===== src/radio_tuning_controller_core_defines.svh =====
// Assertion macros used by the tuning controller core.
`ifndef RADIO_TUNING_CONTROLLER_CORE_DEFINES_SVH
`define RADIO_TUNING_CONTROLLER_CORE_DEFINES_SVH

// Check a property on every rising edge of clk, idle while arst_n is low.
`define RTC_ASSERT(label, prop, msg) \
	label: assert property (@(posedge clk) disable iff (!arst_n) (prop)) else $error(msg);

// Check that a condition leads to a consequence in the next cycle.
`define RTC_ASSERT_NEXT(label, cond, cons, msg) \
	label: assert property (@(posedge clk) disable iff (!arst_n) (cond) |=> (cons)) \
		else $error(msg);

`endif


===== src/rtc_pkg.sv =====
// Types, codes and constant tables of the radio tuning controller.
package rtc_pkg;

	// Field widths
	localparam int DIAL_W     = 26;
	localparam int PITCH_W    = 12;
	localparam int STEP_HZ_W  = 20;
	localparam int STEP_W     = 3;
	localparam int FILTER_W   = 4;
	localparam int DELTA_W    = 8;
	localparam int CFG_IDX_W  = 2;
	localparam int IN_DATA_W  = 16;
	localparam int OUT_DATA_W = 88;

	// Sizing
	localparam int BAND_COUNT_DEF = 10;
	localparam int BAND_MAX       = 16;
	localparam int STEP_COUNT     = 7;

	// Reset values
	localparam logic [DIAL_W-1:0]  MIN_FREQ_RST = 26'd1000000;
	localparam logic [DIAL_W-1:0]  MAX_FREQ_RST = 26'd54000000;
	localparam logic [PITCH_W-1:0] PITCH_RST    = 12'd700;
	localparam logic [DIAL_W-1:0]  DIAL_RST     = 26'd1825000;
	localparam int                 BAND_RST     = 1;
	localparam int                 STEP_RST     = 2;

	// Command codes carried in req_type
	typedef enum logic [2:0] {
		REQ_TUNE = 3'd0,
		REQ_MODE = 3'd1,
		REQ_BAND = 3'd2,
		REQ_STEP = 3'd3,
		REQ_SAVE = 3'd4,
		REQ_TX   = 3'd5,
		REQ_OFF  = 3'd6,
		REQ_WAKE = 3'd7
	} req_t;

	// Operating modes
	typedef enum logic [2:0] {
		MODE_LSB  = 3'd0,
		MODE_USB  = 3'd1,
		MODE_CW   = 3'd2,
		MODE_FT8  = 3'd3,
		MODE_WSPR = 3'd4
	} mode_t;

	// Configuration register indexes
	typedef enum logic [CFG_IDX_W-1:0] {
		CFG_MIN_FREQ = 2'd0,
		CFG_MAX_FREQ = 2'd1,
		CFG_CW_PITCH = 2'd2
	} cfg_idx_t;

	// Power-up frequency of each band
	localparam logic [DIAL_W-1:0] BAND_DEFAULTS [BAND_MAX] = '{
		26'd1900000,  26'd3575000,  26'd7067000,  26'd10136000,
		26'd14074000, 26'd18100000, 26'd21074000, 26'd24915000,
		26'd28074000, 26'd50313000, 26'd1000000,  26'd1000000,
		26'd1000000,  26'd1000000,  26'd1000000,  26'd1000000
	};

	// Tuning step in hertz for a step selector
	function automatic logic [STEP_HZ_W-1:0] step_hz_of(input logic [STEP_W-1:0] sel);
		logic [STEP_HZ_W-1:0] hz;
		case (sel)
			3'd0:    hz = 20'd1;
			3'd1:    hz = 20'd10;
			3'd2:    hz = 20'd100;
			3'd3:    hz = 20'd1000;
			3'd4:    hz = 20'd10000;
			3'd5:    hz = 20'd100000;
			3'd6:    hz = 20'd1000000;
			default: hz = 20'd1;
		endcase
		return hz;
	endfunction

endpackage


===== src/radio_tuning_controller_core.sv =====
// Radio tuning controller: command decode, band memory and result register.
`include "radio_tuning_controller_core_defines.svh"

// Front-panel controller for a receiver. Each command item on the s_axis side
// updates the tuning state (dial, mode, band, step, transmit, soft off) and
// yields exactly one result item on the m_axis side with the dial and LO
// frequencies, mute lines, filter code and a save request. An accepted item is
// held in an input register, then the whole state update (one 8x21 multiply,
// add and clamp for tuning, or a band memory swap) is done combinationally
// and the result is loaded into the output register when that register is
// free or being read. The block takes one item per clock when the output side
// keeps up; each result passes the input register and then the output register
// before it can be taken. The band memory sits in flip-flops that reset loads
// with the default band frequencies, so no clearing pass follows reset.
// Configuration writes are always taken.
module radio_tuning_controller_core
	import rtc_pkg::*;
#(
	parameter int BAND_COUNT = BAND_COUNT_DEF
) (
	input  logic                  clk,
	input  logic                  arst_n,
	// command items
	input  logic                  s_axis_tvalid,
	output logic                  s_axis_tready,
	input  logic [IN_DATA_W-1:0]  s_axis_tdata,  // req_type[2:0], tune_delta[10:3], zero pad
	// result items
	output logic                  m_axis_tvalid,
	input  logic                  m_axis_tready,
	// dial_hz[25:0], lo_hz[51:26], quad_reverse[52], rx_muted[53], ssb_muted[54],
	// cw_muted[55], mode_code[58:56], filter_code[62:59], step_hz[82:63],
	// lo_enabled[83], powered_off[84], save_request[85], zero pad
	output logic [OUT_DATA_W-1:0] m_axis_tdata,
	// configuration writes
	input  logic                  cfg_valid,
	output logic                  cfg_ready,
	input  logic [CFG_IDX_W-1:0]  cfg_index,
	input  logic [DIAL_W-1:0]     cfg_data
);

	localparam int BAND_W = (BAND_COUNT > 1) ? $clog2(BAND_COUNT) : 1;
	localparam int SUM_W  = DIAL_W + 4;
	localparam int PROD_W = DELTA_W + STEP_HZ_W + 1;

	// Configuration
	logic [DIAL_W-1:0]  min_freq_q;
	logic [DIAL_W-1:0]  max_freq_q;
	logic [PITCH_W-1:0] pitch_q;

	// Input stage
	logic               valid_s1;
	req_t               req_s1;
	logic [DELTA_W-1:0] delta_s1;

	// Tuning state
	logic [DIAL_W-1:0]  dial_q;
	mode_t              mode_q;
	logic [BAND_W-1:0]  band_q;
	logic [STEP_W-1:0]  step_q;
	logic               dirty_q;
	logic               tx_q;
	logic               off_q;
	logic [DIAL_W-1:0]  mem_freq_q [BAND_COUNT];
	mode_t              mem_mode_q [BAND_COUNT];

	// Output register
	logic                  out_valid_q;
	logic [OUT_DATA_W-1:0] out_data_q;

	logic advance;

	// Next state and memory writes
	logic [DIAL_W-1:0]  dial_nx;
	mode_t              mode_nx;
	logic [BAND_W-1:0]  band_nx;
	logic [STEP_W-1:0]  step_nx;
	logic               dirty_nx;
	logic               tx_nx;
	logic               off_nx;
	logic               save_nx;
	logic               wr_cur_f;
	logic               wr_cur_m;
	logic [DIAL_W-1:0]  wr_cur_freq;
	mode_t              wr_cur_mode;
	logic               wr_new;

	// Datapath
	logic [STEP_HZ_W-1:0]    step_hz_cur;
	logic signed [PROD_W-1:0] tune_prod;
	logic signed [SUM_W-1:0]  tune_sum;
	logic signed [SUM_W-1:0]  tune_raise;
	logic [DIAL_W-1:0]        tune_freq;
	logic [DIAL_W-1:0]        dial_clamp;
	logic [BAND_W-1:0]        band_next;
	logic [DIAL_W-1:0]        rd_freq;
	mode_t                    rd_mode;
	logic [DIAL_W-1:0]        rd_clamp;
	logic [DIAL_W-1:0]        lo_nx;
	logic                     quad_nx;
	logic                     rx_m_nx;
	logic                     ssb_m_nx;
	logic                     cw_m_nx;

	function automatic logic [DIAL_W-1:0] clamp_freq(
		input logic [DIAL_W-1:0] hz,
		input logic [DIAL_W-1:0] lo,
		input logic [DIAL_W-1:0] hi
	);
		logic [DIAL_W-1:0] r;
		r = (hz < lo) ? lo : hz;
		r = (r > hi) ? hi : r;
		return r;
	endfunction

	assign cfg_ready     = 1'b1;
	assign advance       = !out_valid_q || m_axis_tready;
	assign s_axis_tready = !valid_s1 || advance;
	assign m_axis_tvalid = out_valid_q;
	assign m_axis_tdata  = out_data_q;

	// Write configuration registers
	always_ff @(posedge clk or negedge arst_n) begin
		if (!arst_n) begin
			min_freq_q <= MIN_FREQ_RST;
			max_freq_q <= MAX_FREQ_RST;
			pitch_q    <= PITCH_RST;
		end else if (cfg_valid) begin
			case (cfg_idx_t'(cfg_index))
				CFG_MIN_FREQ: min_freq_q <= cfg_data;
				CFG_MAX_FREQ: max_freq_q <= cfg_data;
				CFG_CW_PITCH: pitch_q    <= cfg_data[PITCH_W-1:0];
				default: ;
			endcase
		end
	end

	// Hold the accepted item in the input register
	always_ff @(posedge clk or negedge arst_n) begin
		if (!arst_n) begin
			valid_s1 <= 1'b0;
		end else if (s_axis_tready) begin
			valid_s1 <= s_axis_tvalid;
		end
	end

	always_ff @(posedge clk) begin
		if (s_axis_tready && s_axis_tvalid) begin
			req_s1   <= req_t'(s_axis_tdata[2:0]);
			delta_s1 <= s_axis_tdata[10:3];
		end
	end

	// Tune: dial plus delta times step, clamped to the limits (maximum wins)
	assign step_hz_cur = step_hz_of(step_q);
	assign tune_prod   = $signed(delta_s1) * $signed({1'b0, step_hz_cur});
	assign tune_sum    = $signed({4'b0, dial_q}) + SUM_W'(tune_prod);

	// Raise to the minimum first, then lower the raised value to the maximum
	always_comb begin
		tune_raise = tune_sum;
		if (tune_sum < $signed({4'b0, min_freq_q})) begin
			tune_raise = $signed({4'b0, min_freq_q});
		end
		tune_freq = tune_raise[DIAL_W-1:0];
		if (tune_raise > $signed({4'b0, max_freq_q})) begin
			tune_freq = max_freq_q;
		end
	end

	// Band swap: next band and its stored settings
	assign dial_clamp = clamp_freq(dial_q, min_freq_q, max_freq_q);
	assign band_next  = (band_q == BAND_W'(BAND_COUNT - 1)) ? '0 : band_q + 1'b1;
	assign rd_freq    = (band_next == band_q) ? dial_clamp : mem_freq_q[band_next];
	assign rd_mode    = (band_next == band_q) ? mode_q : mem_mode_q[band_next];
	assign rd_clamp   = clamp_freq(rd_freq, min_freq_q, max_freq_q);

	// Decode the command
	always_comb begin
		dial_nx     = dial_q;
		mode_nx     = mode_q;
		band_nx     = band_q;
		step_nx     = step_q;
		dirty_nx    = dirty_q;
		tx_nx       = tx_q;
		off_nx      = off_q;
		save_nx     = 1'b0;
		wr_cur_f    = 1'b0;
		wr_cur_m    = 1'b0;
		wr_cur_freq = dial_clamp;
		wr_cur_mode = mode_q;
		wr_new      = 1'b0;
		if (off_q) begin
			if (req_s1 == REQ_WAKE) begin
				off_nx = 1'b0;
			end
		end else begin
			case (req_s1)
				REQ_TUNE: begin
					dial_nx     = tune_freq;
					wr_cur_f    = 1'b1;
					wr_cur_freq = tune_freq;
					dirty_nx    = 1'b1;
				end
				REQ_MODE: begin
					mode_nx     = (mode_q == MODE_WSPR) ? MODE_LSB : mode_t'(mode_q + 3'd1);
					wr_cur_f    = 1'b1;
					wr_cur_m    = 1'b1;
					wr_cur_mode = mode_nx;
					dirty_nx    = 1'b1;
				end
				REQ_BAND: begin
					wr_cur_f = 1'b1;
					wr_cur_m = 1'b1;
					band_nx  = band_next;
					dial_nx  = rd_freq;
					mode_nx  = rd_mode;
					wr_new   = 1'b1;
					dirty_nx = 1'b0;
					save_nx  = 1'b1;
				end
				REQ_STEP: begin
					step_nx  = (step_q == STEP_W'(STEP_COUNT - 1)) ? '0 : step_q + 1'b1;
					wr_cur_f = 1'b1;
					wr_cur_m = 1'b1;
					dirty_nx = 1'b1;
				end
				REQ_SAVE: begin
					if (dirty_q) begin
						wr_cur_f = 1'b1;
						wr_cur_m = 1'b1;
						dirty_nx = 1'b0;
						save_nx  = 1'b1;
					end
				end
				REQ_TX: begin
					tx_nx = !tx_q;
				end
				REQ_OFF: begin
					if (dirty_q) begin
						wr_cur_f = 1'b1;
						wr_cur_m = 1'b1;
						dirty_nx = 1'b0;
						save_nx  = 1'b1;
					end
					tx_nx  = 1'b0;
					off_nx = 1'b1;
				end
				default: ;
			endcase
		end
	end

	// Result lines from the updated state
	always_comb begin
		if (mode_nx == MODE_CW) begin
			lo_nx = (dial_nx > {{(DIAL_W-PITCH_W){1'b0}}, pitch_q})
				? dial_nx - {{(DIAL_W-PITCH_W){1'b0}}, pitch_q} : min_freq_q;
		end else begin
			lo_nx = dial_nx;
		end
		quad_nx = (mode_nx == MODE_USB) || (mode_nx == MODE_FT8) || (mode_nx == MODE_WSPR);
		if (off_nx || tx_nx) begin
			rx_m_nx  = 1'b1;
			ssb_m_nx = 1'b1;
			cw_m_nx  = 1'b1;
		end else begin
			rx_m_nx  = 1'b0;
			ssb_m_nx = (mode_nx == MODE_CW);
			cw_m_nx  = (mode_nx != MODE_CW);
		end
	end

	// Advance the tuning state
	always_ff @(posedge clk or negedge arst_n) begin
		if (!arst_n) begin
			dial_q  <= DIAL_RST;
			mode_q  <= MODE_LSB;
			band_q  <= BAND_W'(BAND_RST % BAND_COUNT);
			step_q  <= STEP_W'(STEP_RST % STEP_COUNT);
			dirty_q <= 1'b0;
			tx_q    <= 1'b0;
			off_q   <= 1'b0;
		end else if (advance && valid_s1) begin
			dial_q  <= dial_nx;
			mode_q  <= mode_nx;
			band_q  <= band_nx;
			step_q  <= step_nx;
			dirty_q <= dirty_nx;
			tx_q    <= tx_nx;
			off_q   <= off_nx;
		end
	end

	// Band memory: current band store, then the new band's store wins
	always_ff @(posedge clk or negedge arst_n) begin
		if (!arst_n) begin
			for (int i = 0; i < BAND_COUNT; i++) begin
				mem_freq_q[i] <= BAND_DEFAULTS[i];
				mem_mode_q[i] <= MODE_LSB;
			end
		end else if (advance && valid_s1) begin
			for (int i = 0; i < BAND_COUNT; i++) begin
				if (wr_new && (band_next == BAND_W'(i))) begin
					mem_freq_q[i] <= rd_clamp;
					mem_mode_q[i] <= rd_mode;
				end else if (band_q == BAND_W'(i)) begin
					if (wr_cur_f) begin
						mem_freq_q[i] <= wr_cur_freq;
					end
					if (wr_cur_m) begin
						mem_mode_q[i] <= wr_cur_mode;
					end
				end
			end
		end
	end

	// Load the result register
	always_ff @(posedge clk or negedge arst_n) begin
		if (!arst_n) begin
			out_valid_q <= 1'b0;
		end else if (advance) begin
			out_valid_q <= valid_s1;
		end
	end

	always_ff @(posedge clk) begin
		if (advance && valid_s1) begin
			out_data_q <= {2'b00, save_nx, off_nx, !off_nx, step_hz_of(step_nx),
				off_nx ? {FILTER_W{1'b0}} : FILTER_W'(band_nx), mode_nx,
				cw_m_nx, ssb_m_nx, rx_m_nx, quad_nx, lo_nx, dial_nx};
		end
	end

	// Checks
	`RTC_ASSERT(a_band_in_range, band_q <= BAND_W'(BAND_COUNT - 1), "band index beyond band count")
	`RTC_ASSERT_NEXT(a_tune_in_limits, advance && valid_s1 && !off_q && req_s1 == REQ_TUNE && min_freq_q <= max_freq_q && !cfg_valid, dial_q >= min_freq_q && dial_q <= max_freq_q, "tuned dial outside limits")
	`RTC_ASSERT_NEXT(a_save_clears_dirty, advance && valid_s1 && save_nx, !dirty_q && m_axis_tdata[85], "save did not clear dirty")
	`RTC_ASSERT_NEXT(a_off_ignores, advance && valid_s1 && off_q && req_s1 != REQ_WAKE, $stable(dial_q) && $stable(band_q) && off_q, "command acted in soft off")

endmodule


===== config.mk =====
export PLATFORM = sky130hd
export DESIGN_NAME = radio_tuning_controller_core
export DESIGN_NICKNAME = d
export VERILOG_FILES = /design/src/rtc_pkg.sv /design/src/radio_tuning_controller_core.sv
export VERILOG_INCLUDE_DIRS = /design/src /design/src/src
export SDC_FILE = /design/constraint.sdc
export NUM_CORES = 2
export LEC_CHECK = 0
export ABC_AREA = 1
export BUFFER_PORTS_ARGS = -buffer_cell sky130_fd_sc_hd__buf_2
export CAP_MARGIN = 20
export CORE_ASPECT_RATIO = 2
export CORE_MARGIN = 4
export CORE_UTILIZATION = 67
export DETAILED_ROUTE_END_ITERATION = 6
export PLACE_DENSITY = 0.85
export SKIP_CTS_REPAIR_TIMING = 1
export SLEW_MARGIN = 20
export SYNTH_ARGS = -nofsm -noshare
export SYNTH_HDL_FRONTEND = slang
export SYNTH_SLANG_ARGS = --single-unit

===== constraint.sdc =====
create_clock -name clk -period 24 [get_ports clk]
set_input_delay 4.8 -clock clk [delete_from_list [all_inputs] [get_ports clk]]
set_output_delay 4.8 -clock clk [all_outputs]
set_load 0.01 [all_outputs]

==> run_summary.xml <==
<?xml version="1.0" encoding="UTF-8"?>
<metrics>
  <group name="flow_run">
    <metric name="max_cap_viol_count" unit="">0</metric>
  </group>
  <group name="global_route">
    <metric name="grt_start_max_net_pins" unit="">161</metric>
    <metric name="track_usage" unit="">0.431</metric>
    <metric name="grt_first_pass_wirelength" unit="um">200000</metric>
    <metric name="grt_overflow_total" unit="">0</metric>
    <metric name="grt_antenna_before_repair" unit="">0</metric>
    <metric name="grt_pass1_vias" unit="">36300</metric>
  </group>
  <group name="cells_and_area">
    <metric name="post-route-util" unit="">0.729</metric>
    <metric name="final_layout_size_suffix_gt1_frac" unit="">0.119</metric>
    <metric name="fillers" unit="">4459</metric>
    <metric name="layout-area-overhead-vs-synth" unit="%">7.04</metric>
    <metric name="antennaDiodeCount" unit="">0</metric>
    <metric name="nNetsFinal" unit="">5320</metric>
  </group>
  <group name="sta">
    <metric name="finalSetupViolCount" unit="">0</metric>
    <metric name="fin_setup_tns" unit="ns">0</metric>
    <metric name="count_of_pins_over_their_slew_limit" unit="">0</metric>
    <metric name="hold_ws" unit="ns">0.467</metric>
    <metric name="worst_tran_pin_value" unit="ns">1.26</metric>
    <metric name="min_period_over_period" unit="">0.727</metric>
    <metric name="setup_repair_after_global_routing_missed_its_margin" unit="">false</metric>
    <metric name="final-hold-violation-count" unit="">0</metric>
    <metric name="finalCriticalPeriod" unit="ns">17.45</metric>
    <metric name="maxSlewHeadroom" unit="">0.160</metric>
    <metric name="max_freq" unit="GHz">0.0573</metric>
    <metric name="clock_skew" unit="ns">0.0289</metric>
  </group>
  <group name="logic_synthesis">
    <metric name="synth_enable_flop_cells" unit="">91</metric>
    <metric name="synth_top_family_by_area" unit="">simple AND/OR/NAND/NOR gates</metric>
    <metric name="yosysWarningCount" unit="">0</metric>
    <metric name="syn_area_per_cell" unit="um^2">7.59</metric>
    <metric name="netlist_area" unit="um^2">37200</metric>
    <metric name="synth_xor_xnor_area_share" unit="">0.00777</metric>
    <metric name="share_of_flip_flops_with_an_asynchronous_set_or_reset_after_synthesis" unit="">0.813</metric>
    <metric name="synth.area.mux_share" unit="">0</metric>
    <metric name="synth_seq_cells" unit="">486</metric>
    <metric name="synth.top_cell.area_share" unit="">0.164</metric>
    <metric name="synth_top_cells_by_area" unit="">sky130_fd_sc_hd__dfrtp_1 (16%), sky130_fd_sc_hd__nand2_1 (12%), sky130_fd_sc_hd__dfstp_2 (11%), sky130_fd_sc_hd__ha_1 (8.5%), sky130_fd_sc_hd__edfxtp_1 (7.3%)</metric>
    <metric name="ys_seq_area_frac" unit="">0.344</metric>
    <metric name="yosys.area.top_type" unit="">sky130_fd_sc_hd__dfrtp_1</metric>
    <metric name="synth_cells" unit="">4905</metric>
    <metric name="post_synth_fa_ha_maj_area_fraction" unit="">0.150</metric>
    <metric name="synth_ff_type" unit="">sky130_fd_sc_hd__dfrtp_1</metric>
    <metric name="compound_gate_portion_of_the_synthesized_area" unit="">0.176</metric>
    <metric name="synth_simple_gate_area_frac" unit="">0.234</metric>
    <metric name="distinct_cell_type_count_after_synthesis" unit="">64</metric>
  </group>
  <group name="clock_tree">
    <metric name="cts_buffers" unit="">46</metric>
    <metric name="clock_sinks" unit="">486</metric>
    <metric name="cts-htree-levels" unit="">2</metric>
    <metric name="ctsRootBufferMaster" unit="">sky130_fd_sc_hd__clkbuf_16</metric>
    <metric name="clk_latency" unit="ns">0.61</metric>
    <metric name="tritoncts" unit="">done</metric>
    <metric name="cts.path.max_buffers" unit="">3</metric>
    <metric name="clkTransAtPathRegs" unit="ns">0.07</metric>
  </group>
  <group name="floorplanning">
    <metric name="floorplan.initialDensity" unit="">0.681</metric>
    <metric name="io_pins" unit="">140</metric>
    <metric name="die_area" unit="um^2">59600</metric>
    <metric name="die_height" unit="um">341</metric>
    <metric name="core-area" unit="um^2">54700</metric>
    <metric name="die_width" unit="um">175</metric>
    <metric name="num_rows" unit="">121</metric>
  </group>
  <group name="routing">
    <metric name="drt_pre_antenna_iters" unit="">7</metric>
    <metric name="detailedRoute.firstIterationViolations" unit="">3967</metric>
    <metric name="routedWlPerCell" unit="um">23.0</metric>
    <metric name="final_antenna_net_count" unit="">0</metric>
    <metric name="drcViolationCount" unit="">3</metric>
    <metric name="routed_wire_length" unit="um">130000</metric>
    <metric name="avgViaCountPerCell" unit="">6.45</metric>
    <metric name="vias" unit="">36600</metric>
  </group>
  <group name="critical_path">
    <metric name="cp_data_required_time" unit="ns">24.42</metric>
    <metric name="max_stage_delay" unit="ns">0.63</metric>
    <metric name="cp-start-kind" unit="">register</metric>
    <metric name="register_to_register_setup_slack" unit="ns">6.55</metric>
    <metric name="path_common_cell" unit="">sky130_fd_sc_hd__nand2_1</metric>
    <metric name="ws_path_type" unit="">register to register</metric>
    <metric name="crit_fanout" unit="">28</metric>
    <metric name="worst-endpoint-arrival" unit="ns">17.87</metric>
    <metric name="cpMaxStageDelayCell" unit="">sky130_fd_sc_hd__ha_1</metric>
    <metric name="worstSetupEndpointType" unit="">register</metric>
  </group>
  <group name="status">
    <metric name="violations" unit="">DRC</metric>
    <metric name="run_status" unit="">finished, violations left</metric>
  </group>
  <group name="place">
    <metric name="finalWeightedCongestion" unit="">1.02</metric>
    <metric name="portbufs" unit="">129</metric>
    <metric name="dp_hpwl" unit="um">91400</metric>
  </group>
  <group name="worst_hold_path">
    <metric name="hold_path_class" unit="">register to register</metric>
  </group>
</metrics>
state kept, by name (all words and copies together) (netlist names):
register	flops
off_q	1
tx_q	1
m_axis_tdata	80
min_freq_q	26
step_q	3
dial_q	26
dirty_q	1
band_q	4
mode_q	3
mem_mode_q	30
req_s1	3
delta_s1	8
max_freq_q	26
m_axis_tvalid	1
pitch_q	12
mem_freq_q	260
valid_s1	1
cell usage after synthesis, types with 120 or more instances:
library cell,number
sky130_fd_sc_hd__nand2_1,1180
sky130_fd_sc_hd__nand3_1,324
sky130_fd_sc_hd__a21oi_1,213
sky130_fd_sc_hd__nor2_1,410
sky130_fd_sc_hd__o211ai_1,181
sky130_fd_sc_hd__dfrtp_1,244
sky130_fd_sc_hd__clkbuf_1,161
sky130_fd_sc_hd__o21ai_0,478
sky130_fd_sc_hd__fa_1,120
sky130_fd_sc_hd__dfstp_2,151
sky130_fd_sc_hd__ha_1,254
sky130_fd_sc_hd__inv_1,530
final cells by class:
class	instances	area [um^2]	area share
clock buffer	59	1270	0.0319
clock inverter	26	354	0.00889
inverter	559	2100	0.0528
multi-input combinational	3619	21300	0.534
sequential	486	12800	0.322
tap	738	923	0.0232
timing repair buffer	185	1100	0.0277
worst max-delay path: cells and delay by family (launching register included):
kind	cells	cell delay, ns
compound gates	21	4.19
xor+xnor	1	0.38
fa+ha+maj	11	4.65
buf+inv	13	2.28
flops	1	0.46
simple gates	34	5.18
metrics by stage:
stage,instance area (um^2),instances,setup slack [ns]
after floorplan,37200,4909,11.50
after global placement,38200,5586,7.57
after detailed placement,38200,5586,7.45
after CTS,39800,5671,7.26
after global routing,39800,5672,5.82
final,39800,5672,6.55
routing by layer:
layer | global-route usage | part of all wire | vias up
met5 | 0 | 0 | -
met3 | 0.0789 | 0.093 | 989
li1 | - | - | 16300
met1 | 0.461 | 0.32 | 16900
met4 | 0.422 | 0.13 | 0
met2 | 0.702 | 0.46 | 2411
cells by family (layout without fill, tap and decap cells):
kind of cell             after synthesis  in the layout
AO/OA/AOI/OAI                       1134           1134
AND/OR/NAND/NOR                     2072           2072
XOR/XNOR                              33             33
buffers and inverters                804            829
flip-flops                           486            486
adder cells (fa/ha/maj)              374            374
other                                  2              6
cells in the final DEF (no fill, tap or decap), types with 19 or more instances in the layout:
master / count
sky130_fd_sc_hd__nand2_1: 1178
sky130_fd_sc_hd__clkbuf_16: 47
sky130_fd_sc_hd__nand4_1: 21
sky130_fd_sc_hd__nand3_1: 324
sky130_fd_sc_hd__o21ai_1: 82
sky130_fd_sc_hd__o22ai_1: 79
sky130_fd_sc_hd__dfstp_2: 150
sky130_fd_sc_hd__buf_2: 128
sky130_fd_sc_hd__o21ai_0: 478
sky130_fd_sc_hd__fa_1: 120
sky130_fd_sc_hd__a21oi_1: 213
sky130_fd_sc_hd__nand2_2: 49
sky130_fd_sc_hd__inv_1: 526
sky130_fd_sc_hd__o21ai_2: 26
sky130_fd_sc_hd__inv_2: 19
sky130_fd_sc_hd__xor2_1: 20
sky130_fd_sc_hd__edfxtp_1: 91
sky130_fd_sc_hd__nor2_1: 397
sky130_fd_sc_hd__ha_1: 254
sky130_fd_sc_hd__dfrtp_1: 244
sky130_fd_sc_hd__o211ai_1: 181
sky130_fd_sc_hd__buf_4: 53
final timing paths:
path | start | to | cells past startpoint
min | mem_freq_q[112] | mem_freq_q[112] | 2
max | step_q[2] | m_axis_tdata[26] | 80
max in group asynchronous | arst_n | step_q[0] | 4
max reg2reg | step_q[2] | m_axis_tdata[26] | 80
min reg2reg | mem_freq_q[112] | mem_freq_q[112] | 2
min in group asynchronous | arst_n | mem_freq_q[86] | 1
Power is left out: the tool's default activity adds up to more than one toggle a clock period on the data nets, which glitch-free logic cannot reach.
